[config.mk]
export PLATFORM = sky130hd
export DESIGN_NAME = unique_key_value_table_core
export DESIGN_NICKNAME = d
export VERILOG_FILES = /design/src/rtl/ukvt_pkg.sv /design/src/rtl/ukvt_store.sv /design/src/rtl/ukvt_ctrl.sv /design/src/rtl/unique_key_value_table_core.sv
export SDC_FILE = /design/constraint.sdc
export NUM_CORES = 1
export LEC_CHECK = 0
export BUFFER_PORTS_ARGS = -buffer_cell sky130_fd_sc_hd__buf_2
export CORE_ASPECT_RATIO = 0.5
export CORE_MARGIN = 3
export CORE_UTILIZATION = 48
export DETAILED_ROUTE_END_ITERATION = 8
export SLEW_MARGIN = 20
export SYNTH_ARGS = -nofsm -noshare
export SYNTH_HDL_FRONTEND = slang
export SYNTH_HIERARCHICAL = 1
export SYNTH_SLANG_ARGS = --single-unit
[constraint.sdc]
create_clock -name clk -period 11.81 [get_ports clk]
set_clock_uncertainty 0.2 [all_clocks]
set_input_delay 1.7715 -clock clk [delete_from_list [all_inputs] [get_ports clk]]
set_output_delay 1.7715 -clock clk [all_outputs]
set_load 0.02 [all_outputs]
[src/rtl/ukvt_pkg.sv]
// ----------------------------------------------------------------------------
// ukvt_pkg - shared definitions of the unique key/value table
// Table sizes, command and status codes, the structs between the
// sequencer and the slot store, and the result struct.
// ----------------------------------------------------------------------------
package ukvt_pkg;

	localparam int ENTRIES     = 16;
	localparam int KEY_WIDTH   = 32;
	localparam int VALUE_WIDTH = 8;
	localparam int IDX_W       = (ENTRIES > 1) ? $clog2(ENTRIES) : 1;
	localparam int CNT_W       = $clog2(ENTRIES + 1);
	localparam int CMD_W       = 2;
	localparam int STATUS_W    = 2;

	typedef logic signed [KEY_WIDTH-1:0] key_t;
	typedef logic [VALUE_WIDTH-1:0]      value_t;
	typedef logic [IDX_W-1:0]            idx_t;
	typedef logic [CNT_W-1:0]            cnt_t;
	typedef logic [CMD_W-1:0]            cmd_t;
	typedef logic [STATUS_W-1:0]         status_t;

	localparam cmd_t CMD_INSERT = 2'd0;
	localparam cmd_t CMD_LOOKUP = 2'd1;
	localparam cmd_t CMD_DELETE = 2'd2;

	localparam status_t STATUS_OK        = 2'd0;
	localparam status_t STATUS_DUP       = 2'd1;
	localparam status_t STATUS_NOT_FOUND = 2'd2;
	localparam status_t STATUS_FULL      = 2'd3;

	// write-back request from the sequencer to the store
	typedef struct packed {
		logic   set_valid;
		logic   clr_valid;
		idx_t   idx;
		key_t   key;
		value_t value;
	} wr_req_t;

	// slot state seen by the sequencer
	typedef struct packed {
		logic [ENTRIES-1:0] valid;
		cnt_t               count;
		key_t               rd_key;
		value_t             rd_value;
	} store_rsp_t;

	// one finished result
	typedef struct packed {
		status_t status;
		value_t  found_value;
		cnt_t    entry_count;
	} result_t;

endpackage

[src/rtl/ukvt_store.sv]
// ----------------------------------------------------------------------------
// ukvt_store - slot storage
// Key and value memories with one registered read port and one write port,
// plus the valid bits and the count of valid entries.
// ----------------------------------------------------------------------------
module ukvt_store (
	input  logic                 clk,
	input  logic                 arst_n,
	input  ukvt_pkg::idx_t       rd_addr,
	input  ukvt_pkg::wr_req_t    wr,
	output ukvt_pkg::store_rsp_t rsp
);

	ukvt_pkg::key_t   key_mem   [ukvt_pkg::ENTRIES];
	ukvt_pkg::value_t value_mem [ukvt_pkg::ENTRIES];

	logic [ukvt_pkg::ENTRIES-1:0] valid_q;
	ukvt_pkg::cnt_t               count_q;
	ukvt_pkg::key_t               rd_key_q;
	ukvt_pkg::value_t             rd_value_q;

	always_ff @(posedge clk) begin
		if (wr.set_valid) begin
			key_mem[wr.idx]   <= wr.key;
			value_mem[wr.idx] <= wr.value;
		end
		rd_key_q   <= key_mem[rd_addr];
		rd_value_q <= value_mem[rd_addr];
	end

	always_ff @(posedge clk or negedge arst_n) begin
		if (!arst_n) begin
			valid_q <= '0;
			count_q <= '0;
		end else begin
			if (wr.set_valid) begin
				valid_q[wr.idx] <= 1'b1;
				count_q         <= count_q + ukvt_pkg::cnt_t'(1);
			end else if (wr.clr_valid) begin
				valid_q[wr.idx] <= 1'b0;
				count_q         <= count_q - ukvt_pkg::cnt_t'(1);
			end
		end
	end

	assign rsp.valid    = valid_q;
	assign rsp.count    = count_q;
	assign rsp.rd_key   = rd_key_q;
	assign rsp.rd_value = rd_value_q;

endmodule

[src/rtl/ukvt_ctrl.sv]
// ----------------------------------------------------------------------------
// ukvt_ctrl - scan sequencer
// Walks the slots one per cycle through a single key comparator, keeps the
// first hit and the lowest free slot, then decides and writes back.
// ----------------------------------------------------------------------------
module ukvt_ctrl (
	input  logic                 clk,
	input  logic                 arst_n,
	input  logic                 in_valid,
	output logic                 in_ready,
	input  ukvt_pkg::cmd_t       in_cmd,
	input  ukvt_pkg::key_t       in_key,
	input  ukvt_pkg::value_t     in_value,
	input  logic                 out_busy,
	output logic                 res_valid,
	output ukvt_pkg::result_t    res,
	output ukvt_pkg::idx_t       rd_addr,
	output ukvt_pkg::wr_req_t    wr,
	input  ukvt_pkg::store_rsp_t rsp
);

	localparam logic [1:0] S_IDLE  = 2'd0;
	localparam logic [1:0] S_SCAN  = 2'd1;
	localparam logic [1:0] S_DRAIN = 2'd2;
	localparam logic [1:0] S_WB    = 2'd3;

	localparam ukvt_pkg::idx_t LAST_IDX = ukvt_pkg::idx_t'(ukvt_pkg::ENTRIES - 1);

	logic [1:0]       state_q;
	ukvt_pkg::idx_t   scan_q;
	ukvt_pkg::cmd_t   cmd_q;
	ukvt_pkg::key_t   key_q;
	ukvt_pkg::value_t value_q;
	logic             cmp_valid_s1;
	ukvt_pkg::idx_t   cmp_idx_s1;
	logic             hit_q;
	ukvt_pkg::idx_t   hit_idx_q;
	ukvt_pkg::value_t hit_value_q;
	logic             free_q;
	ukvt_pkg::idx_t   free_idx_q;

	logic slot_used;
	logic key_match;
	logic accept;

	assign in_ready  = (state_q == S_IDLE) && !out_busy;
	assign accept    = in_valid && in_ready;
	assign rd_addr   = scan_q;
	assign slot_used = rsp.valid[cmp_idx_s1];
	assign key_match = slot_used && (rsp.rd_key == key_q);

	always_ff @(posedge clk or negedge arst_n) begin
		if (!arst_n) begin
			state_q      <= S_IDLE;
			cmp_valid_s1 <= 1'b0;
			scan_q       <= '0;
		end else begin
			unique case (state_q)
				S_IDLE: begin
					cmp_valid_s1 <= 1'b0;
					scan_q       <= '0;
					if (accept) begin
						state_q <= S_SCAN;
					end
				end
				S_SCAN: begin
					cmp_valid_s1 <= 1'b1;
					scan_q       <= scan_q + ukvt_pkg::idx_t'(1);
					if (scan_q == LAST_IDX) begin
						state_q <= S_DRAIN;
					end
				end
				S_DRAIN: begin
					cmp_valid_s1 <= 1'b0;
					state_q      <= S_WB;
				end
				S_WB: begin
					state_q <= S_IDLE;
				end
				default: begin
					state_q <= S_IDLE;
				end
			endcase
		end
	end

	always_ff @(posedge clk) begin
		cmp_idx_s1 <= scan_q;
		if (accept) begin
			cmd_q   <= in_cmd;
			key_q   <= in_key;
			value_q <= in_value;
			hit_q   <= 1'b0;
			free_q  <= 1'b0;
		end else if (cmp_valid_s1) begin
			// keep the first match and the lowest free slot
			if (key_match && !hit_q) begin
				hit_q       <= 1'b1;
				hit_idx_q   <= cmp_idx_s1;
				hit_value_q <= rsp.rd_value;
			end
			if (!slot_used && !free_q) begin
				free_q     <= 1'b1;
				free_idx_q <= cmp_idx_s1;
			end
		end
	end

	always_comb begin
		wr.set_valid    = 1'b0;
		wr.clr_valid    = 1'b0;
		wr.idx          = hit_idx_q;
		wr.key          = key_q;
		wr.value        = value_q;
		res.status      = ukvt_pkg::STATUS_OK;
		res.found_value = '0;
		res.entry_count = rsp.count;
		res_valid       = (state_q == S_WB);
		if (state_q == S_WB) begin
			unique case (cmd_q)
				ukvt_pkg::CMD_INSERT: begin
					if (hit_q) begin
						res.status = ukvt_pkg::STATUS_DUP;
					end else if (!free_q ||
						(rsp.count >= ukvt_pkg::cnt_t'(ukvt_pkg::ENTRIES))) begin
						res.status = ukvt_pkg::STATUS_FULL;
					end else begin
						wr.set_valid    = 1'b1;
						wr.idx          = free_idx_q;
						res.entry_count = rsp.count + ukvt_pkg::cnt_t'(1);
					end
				end
				ukvt_pkg::CMD_LOOKUP: begin
					if (hit_q) begin
						res.found_value = hit_value_q;
					end else begin
						res.status = ukvt_pkg::STATUS_NOT_FOUND;
					end
				end
				ukvt_pkg::CMD_DELETE: begin
					if (hit_q) begin
						wr.clr_valid    = 1'b1;
						res.entry_count = rsp.count - ukvt_pkg::cnt_t'(1);
					end else begin
						res.status = ukvt_pkg::STATUS_NOT_FOUND;
					end
				end
				default: begin
					// unused command: report ok, change nothing
					res.status = ukvt_pkg::STATUS_OK;
				end
			endcase
		end
	end

endmodule

[src/rtl/unique_key_value_table_core.sv]
// ----------------------------------------------------------------------------
// unique_key_value_table_core - associative table with unique keys
// Holds up to 16 key/value pairs; each item inserts, looks up or deletes.
// ----------------------------------------------------------------------------
// Usage:
//   slave channel s_*: one command per item, s_tuser carries the command
//   (0 insert, 1 lookup, 2 delete), s_tdata the key and the value.
//   master channel m_*: one result per command, m_tuser carries the status
//   (0 ok, 1 duplicate, 2 not found, 3 full), m_tdata the value found by a
//   lookup and the entry count after the command.
// Timing: after an item is accepted, the sequencer scans the slots one per
//   cycle through the single key comparator, then waits for the registered
//   read of the last slot and then writes back; the write-back edge also
//   loads the output register and raises m_tvalid. s_tready stays low until the
//   cycle after the result is taken, so a new item is accepted only after the
//   previous result has left the output register.
// Reset: all slots become free and the count zero; the table is usable in
//   the first cycle after reset.
// Stall: a result waits in the output register while m_tready is low, and
//   no new item is accepted until it has been taken.
// ----------------------------------------------------------------------------
module unique_key_value_table_core (
	input  logic        clk,
	input  logic        arst_n,
	input  logic        s_tvalid,
	output logic        s_tready,
	input  logic [39:0] s_tdata,   // key[31:0], value[39:32]
	input  logic [1:0]  s_tuser,   // cmd[1:0]
	output logic        m_tvalid,
	input  logic        m_tready,
	output logic [15:0] m_tdata,   // found_value[7:0], entry_count[12:8], zero fill
	output logic [1:0]  m_tuser    // status[1:0]
);

	ukvt_pkg::idx_t       rd_addr;
	ukvt_pkg::wr_req_t    wr;
	ukvt_pkg::store_rsp_t rsp;
	ukvt_pkg::result_t    res;
	logic                 res_valid;
	logic                 out_valid_q;
	ukvt_pkg::result_t    out_q;

	ukvt_ctrl u_ctrl (
		.clk       (clk),
		.arst_n    (arst_n),
		.in_valid  (s_tvalid),
		.in_ready  (s_tready),
		.in_cmd    (s_tuser),
		.in_key    (s_tdata[ukvt_pkg::KEY_WIDTH-1:0]),
		.in_value  (s_tdata[ukvt_pkg::KEY_WIDTH +: ukvt_pkg::VALUE_WIDTH]),
		.out_busy  (out_valid_q),
		.res_valid (res_valid),
		.res       (res),
		.rd_addr   (rd_addr),
		.wr        (wr),
		.rsp       (rsp)
	);

	ukvt_store u_store (
		.clk     (clk),
		.arst_n  (arst_n),
		.rd_addr (rd_addr),
		.wr      (wr),
		.rsp     (rsp)
	);

	always_ff @(posedge clk or negedge arst_n) begin
		if (!arst_n) begin
			out_valid_q <= 1'b0;
		end else begin
			if (res_valid) begin
				out_valid_q <= 1'b1;
			end else if (m_tready) begin
				out_valid_q <= 1'b0;
			end
		end
	end

	always_ff @(posedge clk) begin
		if (res_valid) begin
			out_q <= res;
		end
	end

	assign m_tvalid = out_valid_q;
	assign m_tuser  = out_q.status;
	assign m_tdata  = {3'b000, out_q.entry_count, out_q.found_value};

	// entry count never goes past the table size
	a_count_range: assert property (@(posedge clk) disable iff (!arst_n)
		out_valid_q |-> (out_q.entry_count <= ukvt_pkg::cnt_t'(ukvt_pkg::ENTRIES)))
		else $error("entry count beyond table size");

	// a full status only when every slot is taken
	a_full_count: assert property (@(posedge clk) disable iff (!arst_n)
		(out_valid_q && (out_q.status == ukvt_pkg::STATUS_FULL)) |->
		(out_q.entry_count == ukvt_pkg::cnt_t'(ukvt_pkg::ENTRIES)))
		else $error("full status with free slots");

	// found value is zero unless a lookup succeeded
	a_found_zero: assert property (@(posedge clk) disable iff (!arst_n)
		(out_valid_q && (out_q.status != ukvt_pkg::STATUS_OK)) |->
		(out_q.found_value == '0))
		else $error("found value set on a failed command");

	// a result never appears in the cycle right after an item is taken
	a_no_early_result: assert property (@(posedge clk) disable iff (!arst_n)
		(s_tvalid && s_tready) |=> !res_valid)
		else $error("result produced without a scan");

endmodule
==> results of run 1 <==
==> cell type report <==
type                    count  area [um2]
clock buffers              99        1933
clock inverters            28       335.3
fillers                  4449       26930
inverters                  15       56.30
multi-input cells         516        6414
flip-flops and latches    788       23060
well taps                 812        1016
repair buffers             94       550.5
==> worst max-delay path, delay by kind of cell, from the launching register on <==
kind | cells | cell delay, ns
buf+inv | 2 | 0.69
flops | 1 | 0.42
mux | 1 | 0.48
simple gates | 4 | 2.08
fa+ha+maj | 1 | 0.22
==> per-layer routing <==
metal | up-vias | global-route usage
met5 | - | 0
met4 | 0 | 0.03987
met3 | 76 | 0.04165
met2 | 395 | 0.2941
met1 | 7301 | 0.2901
li1 | 5952 | -
==> how the worst max path moves through the flow <==
| stage | from | to | slack [ns] | cells past startpoint |
|---|---|---|---|---|
| 6_report | u_ctrl/cmd_q[0] | u_store/key_mem[14][13] | 7.29 | 8 |
| 4_1_cts | u_ctrl/cmd_q[1] | u_store/key_mem[12][7] | 7.32 | 8 |
| 3_5_place_dp | u_ctrl/cmd_q[0] | u_store/key_mem[12][16] | 7.32 | 8 |
| 2_1_floorplan | u_ctrl/state_q[0] | u_store/key_mem[4][0] | 6.94 | 8 |
| 3_3_place_gp | u_ctrl/cmd_q[0] | u_store/value_mem[8][7] | 7.46 | 8 |
| 5_1_grt | u_ctrl/cmd_q[0] | u_store/key_mem[13][7] | 7.11 | 8 |
==> state kept, by name, summed over array words and instances (netlist names), named ones only <==
name,cells
u_ctrl/free_idx_q,4
u_store/rd_key_q,32
u_ctrl/value_q,8
m_tvalid,1
u_ctrl/free_q,1
u_ctrl/hit_value_q,8
u_ctrl/cmd_q,2
u_store/value_mem,128
u_ctrl/hit_idx_q,4
u_store/count_q,5
u_store/key_mem,512
u_store/rd_value_q,8
u_ctrl/hit_q,1
u_ctrl/rd_addr,4
u_ctrl/key_q,32
u_ctrl/cmp_idx_s1,4
m_tdata,13
u_ctrl/state_q,2
u_ctrl/cmp_valid_s1,1
m_tuser,2
==> through the flow <==
stage | setup WS [ns] | instance area [um2]
after floorplan | 6.936 | 29840
after global routing | 7.107 | 33370
final | 7.286 | 33370
after CTS | 7.319 | 33370
after global placement | 7.456 | 31100
after detailed placement | 7.317 | 31100
==> placed cells by master, fill, tap and decap left out, types with 8 or more instances in the layout <==
cell	synthesis	routed
dfrtp_1	29	27
clkbuf_16	0	72
and2_1	12	11
xor2_1	17	17
nand3_1	8	8
inv_1	15	14
mux4_2	101	101
clkbuf_1	36	24
clkinv_2	0	9
xnor2_1	15	15
buf_4	3	32
dfxtp_1	46	46
a22oi_1	84	84
edfxtp_1	713	713
buf_2	12	62
mux4_1	64	64
nand2_1	55	55
nor2_4	0	17
ha_1	16	16
o21ai_0	45	45
==> report_power, final <==
group | total [mW] | internal, mW | switching (mW)
logic | 1.16 | 0.568 | 0.589
registers | 3.53 | 3.31 | 0.217
clock network | 2.27 | 1.30 | 0.971
==> cells by family (layout without fill, tap and decap cells) <==
logic type	count (synthesis)	in the layout	synth area share
other	1	3	0.0001257
XOR/XNOR	32	32	0.009395
adder cells (fa/ha/maj)	17	17	0.007382
AO/OA/AOI/OAI	155	155	0.03540
multiplexers	173	173	0.1356
AND/OR/NAND/NOR	136	136	0.02202
buffers and inverters	80	236	0.01720
flip-flops	788	788	0.7729
==> metrics.md, run 1 <==
| Metric | Value |
|---|---|
| Outcome | completed |
| Post-cts hold buffer count | 0 |
| CTS tree | done |
| Vias in the first global route | 14.37k |
| FFs w/ async S/R, synth | 0.03680 |
| EDFF count, synth | 713 |
| Routed WL | 61370 um |
| Minimum clock period | 4.524 ns |
| Crit-path cells | inv_1 > ha_1 > nand2_1 > nor2_1 > mux2_2 > nand3b_1 > nor2_4 > buf_4 |
| Setup bufs post-CTS | 0 |
| Slew @ Worst Pin | 1.049 ns |
| Largest cells by area after synthesis | edfxtp_1 72%, mux4_2 7.6%, mux4_1 5.6% |
| Post-synth top area cell | edfxtp_1 |
| Peak Freq | 0.2211 GHz |
| CTS resizes | 0 |
| Die height | 182.3 um |
| RSZ-0062 raised after global routing | false |
| Netlist cell types | 52 |
| First-pass GRT wire length | 92540 um |
| Io pins | 66 |
| Final-report hold violation count | 0 |
| Worst vdd ir | 0.00009541 V |
| Routed vias | 13.72k |
| Grt ovf | 0 |
| Port Buffer Count | 62 |
| Reg-to-Reg Start | u_ctrl/cmd_q[0] |
| Crit end category | flop |
| Final period utilization | 0.3830 |
| Setup violations, final | 0 |
| Top Metal Used | met4 |
| TritonCTS buffer count | 69 |
| DRT iter0 DRCs | 1313 |
| Worst rel slew slack | 0.2978 |
| Worst R2R End | u_store/key_mem[14][13] |
| Met3 routed WL | 3832 um |
| Core area | 60300 um2 |
| CTS root buffer | clkbuf_16 |
| Fin. max-slew vios | 0 |
| H-tree depth | 3 |
| Via density | 5.835 |
| GP Congestion | 0.8290 |
| Hold crit path type | reg2reg |
| Slowest CP cell | nor2_1 |
| ANT nets after route | 0 |
| Delay of the slowest critical-path stage | 0.80 ns |
| Worst EP required | 11.83 ns |
| R2r setup slk | 7.29 ns |
| Die width | 358.6 um |
| Final Power | 6.958 mW |
| Top FF cell, synth | edfxtp_1 |
| Initial antenna violation count | 1 |
| Maxcap violations | 0 |
| Cell area after synthesis | 29830 um2 |
| CTS Sinks | 788 |
| M1 wire length | 28320 um |
| Crit-path max FO | 28 |
| Final #Nets | 1547 |
| Clk slew on worst S/H paths | 0.07 ns |
| Final cell count without fillers | 2352 |
| Commonest cells post-synth | 713 x edfxtp_1, 101 x mux4_2, 84 x a22oi_1, 64 x mux4_1, 55 x nand2_1 |
| Cell with the most instances after synthesis | edfxtp_1 |
| Yosys top cell area share | 0.7177 |
| R2R depth | 8 |
| Row count | 63 |
| Wire per inst | 26.09 um |
| Hold path start | u_store/rd_value_q[1] |
| Register area share after synthesis | 0.7729 |
| Gr usage total | 0.1928 |
| Antenna fix cells | 0 |
| Setup tns final | 0 ns |
| Fraction of layout cells with a size suffix above 1 | 0.2110 |
| Die area | 65360 um2 |
| Hold Path Stages | 0 |
| Critical path startpoint category | flop |
| Number of synthesized register bits | 788 |
| Final hold slack | 0.2063 ns |
| Worst EP arrival | 4.55 ns |
| Detailed Routing Iterations Pass 1 | 7 |
| Setup Crit Path Kind | reg2reg |
| Area Growth Syn to Fin | 11.86% |
| DR DRC count | 0 |
| Clk buf depth | 3 |
| Clock latency on the worst-skew pair | 0.60 ns |
| Placed cell count | 2225 |
| Leak | 10.83 nW |
| Post-Syn Instances | 1382 |
| Syn_area_per_cell | 21.59 um2 |
| Power per cell area | 208.5 nW/um2 |
| Hold Path End | u_ctrl/hit_value_q[1] |
| Largest net degree at the start of global routing | 70 |
| Met2 Wirelength | 28310 um |
| Initial Util | 0.4947 |
| Ys Warns | 6 |
| Detail Placement HPWL | 31890 um |
| Final core occ | 0.5534 |
(Power assumes the default switching activity.)
==> run 2: changes to the inputs <==
PLACE_DENSITY = 0.66   (was unset)
clock period = 4.1 ns   (was 11.81 ns; I/O delays follow)
==> run 2 against run 1 <==
Against the previous run: core utilization up 1.2 points; register-to-register slack worse by 7.0 ns; clock power rose to 2.8 times the previous value; global-route usage up 0.74 points; routed wire length up 4.3%; largest power group unchanged; maximum frequency up 19%; die area unchanged; critical path depth unchanged; power rose to 2.9 times the previous value; via count up 3.2%; non-clock buffer count up 69; sequential power rose to 2.9 times the previous value.
==> metrics.md, run 2 (synthesis results as in run 1) <==
| Metric | Value |
|---|---|
| Outcome | completed |
| Initial Util | 0.4947 (unchanged) |
| Final-report hold violation count | 0 (unchanged) |
| Gr usage total | 0.2001 (+0.007350) |
| CTS root buffer | clkbuf_16 |
| Io pins | 66 (unchanged) |
| Start point of the critical path | u_ctrl/cmd_q[1] |
| Row count | 63 (unchanged) |
| Fraction of layout cells with a size suffix above 1 | 0.2246 (+0.01360) |
| CTS tree | done |
| Post-cts hold buffer count | 29 (+29) |
| DR DRC count | 0 (unchanged) |
| Clk slew on worst S/H paths | 0.07 ns (about the same) |
| Reg-to-Reg Start | u_ctrl/cmd_q[1] |
| Largest Register | u_store/key_mem |
| Die height | 182.3 um (unchanged) |
| Setup bufs post-CTS | 0 (unchanged) |
| Final core occ | 0.5655 (+0.01212) |
| GP Congestion | 0.8556 (+3.2%) |
| H-tree depth | 3 (unchanged) |
| Vias in the first global route | 14.85k (+3.3%) |
| Peak Freq | 0.2622 GHz (+19%) |
| Worst vdd ir | 0.0002928 V (+210%) |
| Largest regs | u_store/key_mem x512, u_store/value_mem x128 |
| Critical path startpoint category | flop |
| Detail Placement HPWL | 38850 um (+22%) |
| Final #Nets | 1615 (+4.4%) |
| Worst EP arrival | 3.82 ns (-0.73 ns) |
| Area Growth Syn to Fin | 14.31% |
| First-pass GRT wire length | 96010 um (+3.8%) |
| Routed WL | 64040 um (+4.3%) |
| DRT iter0 DRCs | 1473 (+12%) |
| Grt ovf | 0 (unchanged) |
| R2r setup slk | 0.29 ns (-7.00 ns) |
| CTS Sinks | 788 (unchanged) |
| Worst EP required | 4.11 ns (-7.72 ns) |
| Most common cell after layout, fill and taps aside | edfxtp_1 |
| Worst rel slew slack | 0.3991 (+0.1013) |
| Power per cell area | 592.1 nW/um2 (+180%) |
| Detailed Routing Iterations Pass 1 | 7 (unchanged) |
| Setup Crit Path Kind | reg2reg |
| Hold crit path type | in2reg |
| Minimum clock period | 3.814 ns (-0.7099 ns) |
| Die width | 358.6 um (unchanged) |
| Maxcap violations | 0 (unchanged) |
| Crit end category | flop |
| Routed vias | 14.16k (+3.2%) |
| Fin. max-slew vios | 0 (unchanged) |
| CTS resizes | 0 (unchanged) |
| Final period utilization | 0.9302 (+0.5472) |
| Hold path start | s_tdata[6] |
| Setup ws final | 0.2862 ns (-7.000 ns) |
| Post-placement setup slack | 0.4145 ns (-6.902 ns) |
| Largest net degree at the start of global routing | 50 (-29%) |
| Die area | 65360 um2 (unchanged) |
| Initial antenna violation count | 2 (+1) |
| Max reg flops | 512 (unchanged) |
| Via density | 5.854 (+0.32%) |
| Core area | 60300 um2 (unchanged) |
| ANT nets after route | 0 (unchanged) |
| Leak | 11.17 nW (+3.2%) |
| Setup tns final | 0 ns (unchanged) |
| Wire per inst | 26.47 um (+1.5%) |
| Antenna fix cells | 0 (unchanged) |
| Most frequent cells in the layout | 713 x edfxtp_1, 101 x mux4_2, 84 x a22oi_1, 69 x clkbuf_16, 64 x mux4_1 |
| Crit-path max FO | 40 (+43%) |
| TritonCTS buffer count | 68 (-1.4%) |
| Setup violations, final | 0 (unchanged) |
| Slew @ Worst Pin | 0.8930 ns (-0.1563 ns) |
| Clock latency on the worst-skew pair | 0.59 ns (about the same) |
| Clk buf depth | 3 (unchanged) |
| Final hold slack | 0.02653 ns (-0.1797 ns) |
| Port Buffer Count | 62 (unchanged) |
| RSZ-0062 raised after global routing | false |
[run 2: layout make-up]
| cell class | instances | area (um2) |
|---|---|---|
| multi-input cells | 516 | 6414 |
| inverters | 15 | 56.30 |
| well taps | 812 | 1016 |
| repair buffers | 163 | 1391 |
| fillers | 4352 | 26200 |
| flip-flops and latches | 788 | 23060 |
| clock buffers | 106 | 1956 |
| clock inverters | 19 | 202.7 |
[run 2: critical path: stages, from the launching register on]
cell and delay (ns):
edfxtp_1 0.44, inv_1 0.11, ha_1 0.25, nand2_1 0.10, nor2_1 0.57, mux2_2 0.47, nand3b_1 0.44, nor2_4 0.19
buf_4 0.63
[run 2: metal layers]
metal / wire length, um / GRT usage / share of wire
met1: 27650 / 0.2878 / 0.43
met2: 31050 / 0.3218 / 0.48
met3: 4016 / 0.03506 / 0.063
met4: 1321 / 0.05098 / 0.021
met5: 0 / 0 / 0
[run 2: where the power goes]
group	leakage (nW)	internal (mW)	switching, mW	total (mW)
Sequential	7.19	9.54	0.592	10.1
Combinational	2.92	1.85	1.95	3.80
Clock	1.05	3.50	2.76	6.26
[run 2: path summary, 6_finish.rpt]
| kind | cells after the start | endpoint |
|---|---|---|
| max in group asynchronous | 2 | u_ctrl/rd_addr[0] |
| min in group asynchronous | 2 | m_tvalid |
| worst max register to register | 8 | u_store/value_mem[14][2] |
| worst max-delay path | 8 | u_store/value_mem[14][2] |
| worst min register to register | 0 | u_ctrl/hit_value_q[7] |
| worst min-delay path | 1 | u_ctrl/key_q[6] |
[run 2: stage by stage]
step           power [mW]  cell area, um2  std cells
4_1_cts             20.38           34090       2418
6_report            20.19           34100       2419
3_3_place_gp        13.92           31560       2261
2_1_floorplan       12.88           29870       1384
5_1_grt             21.05           34100       2419
3_5_place_dp        14.10           31640       2264
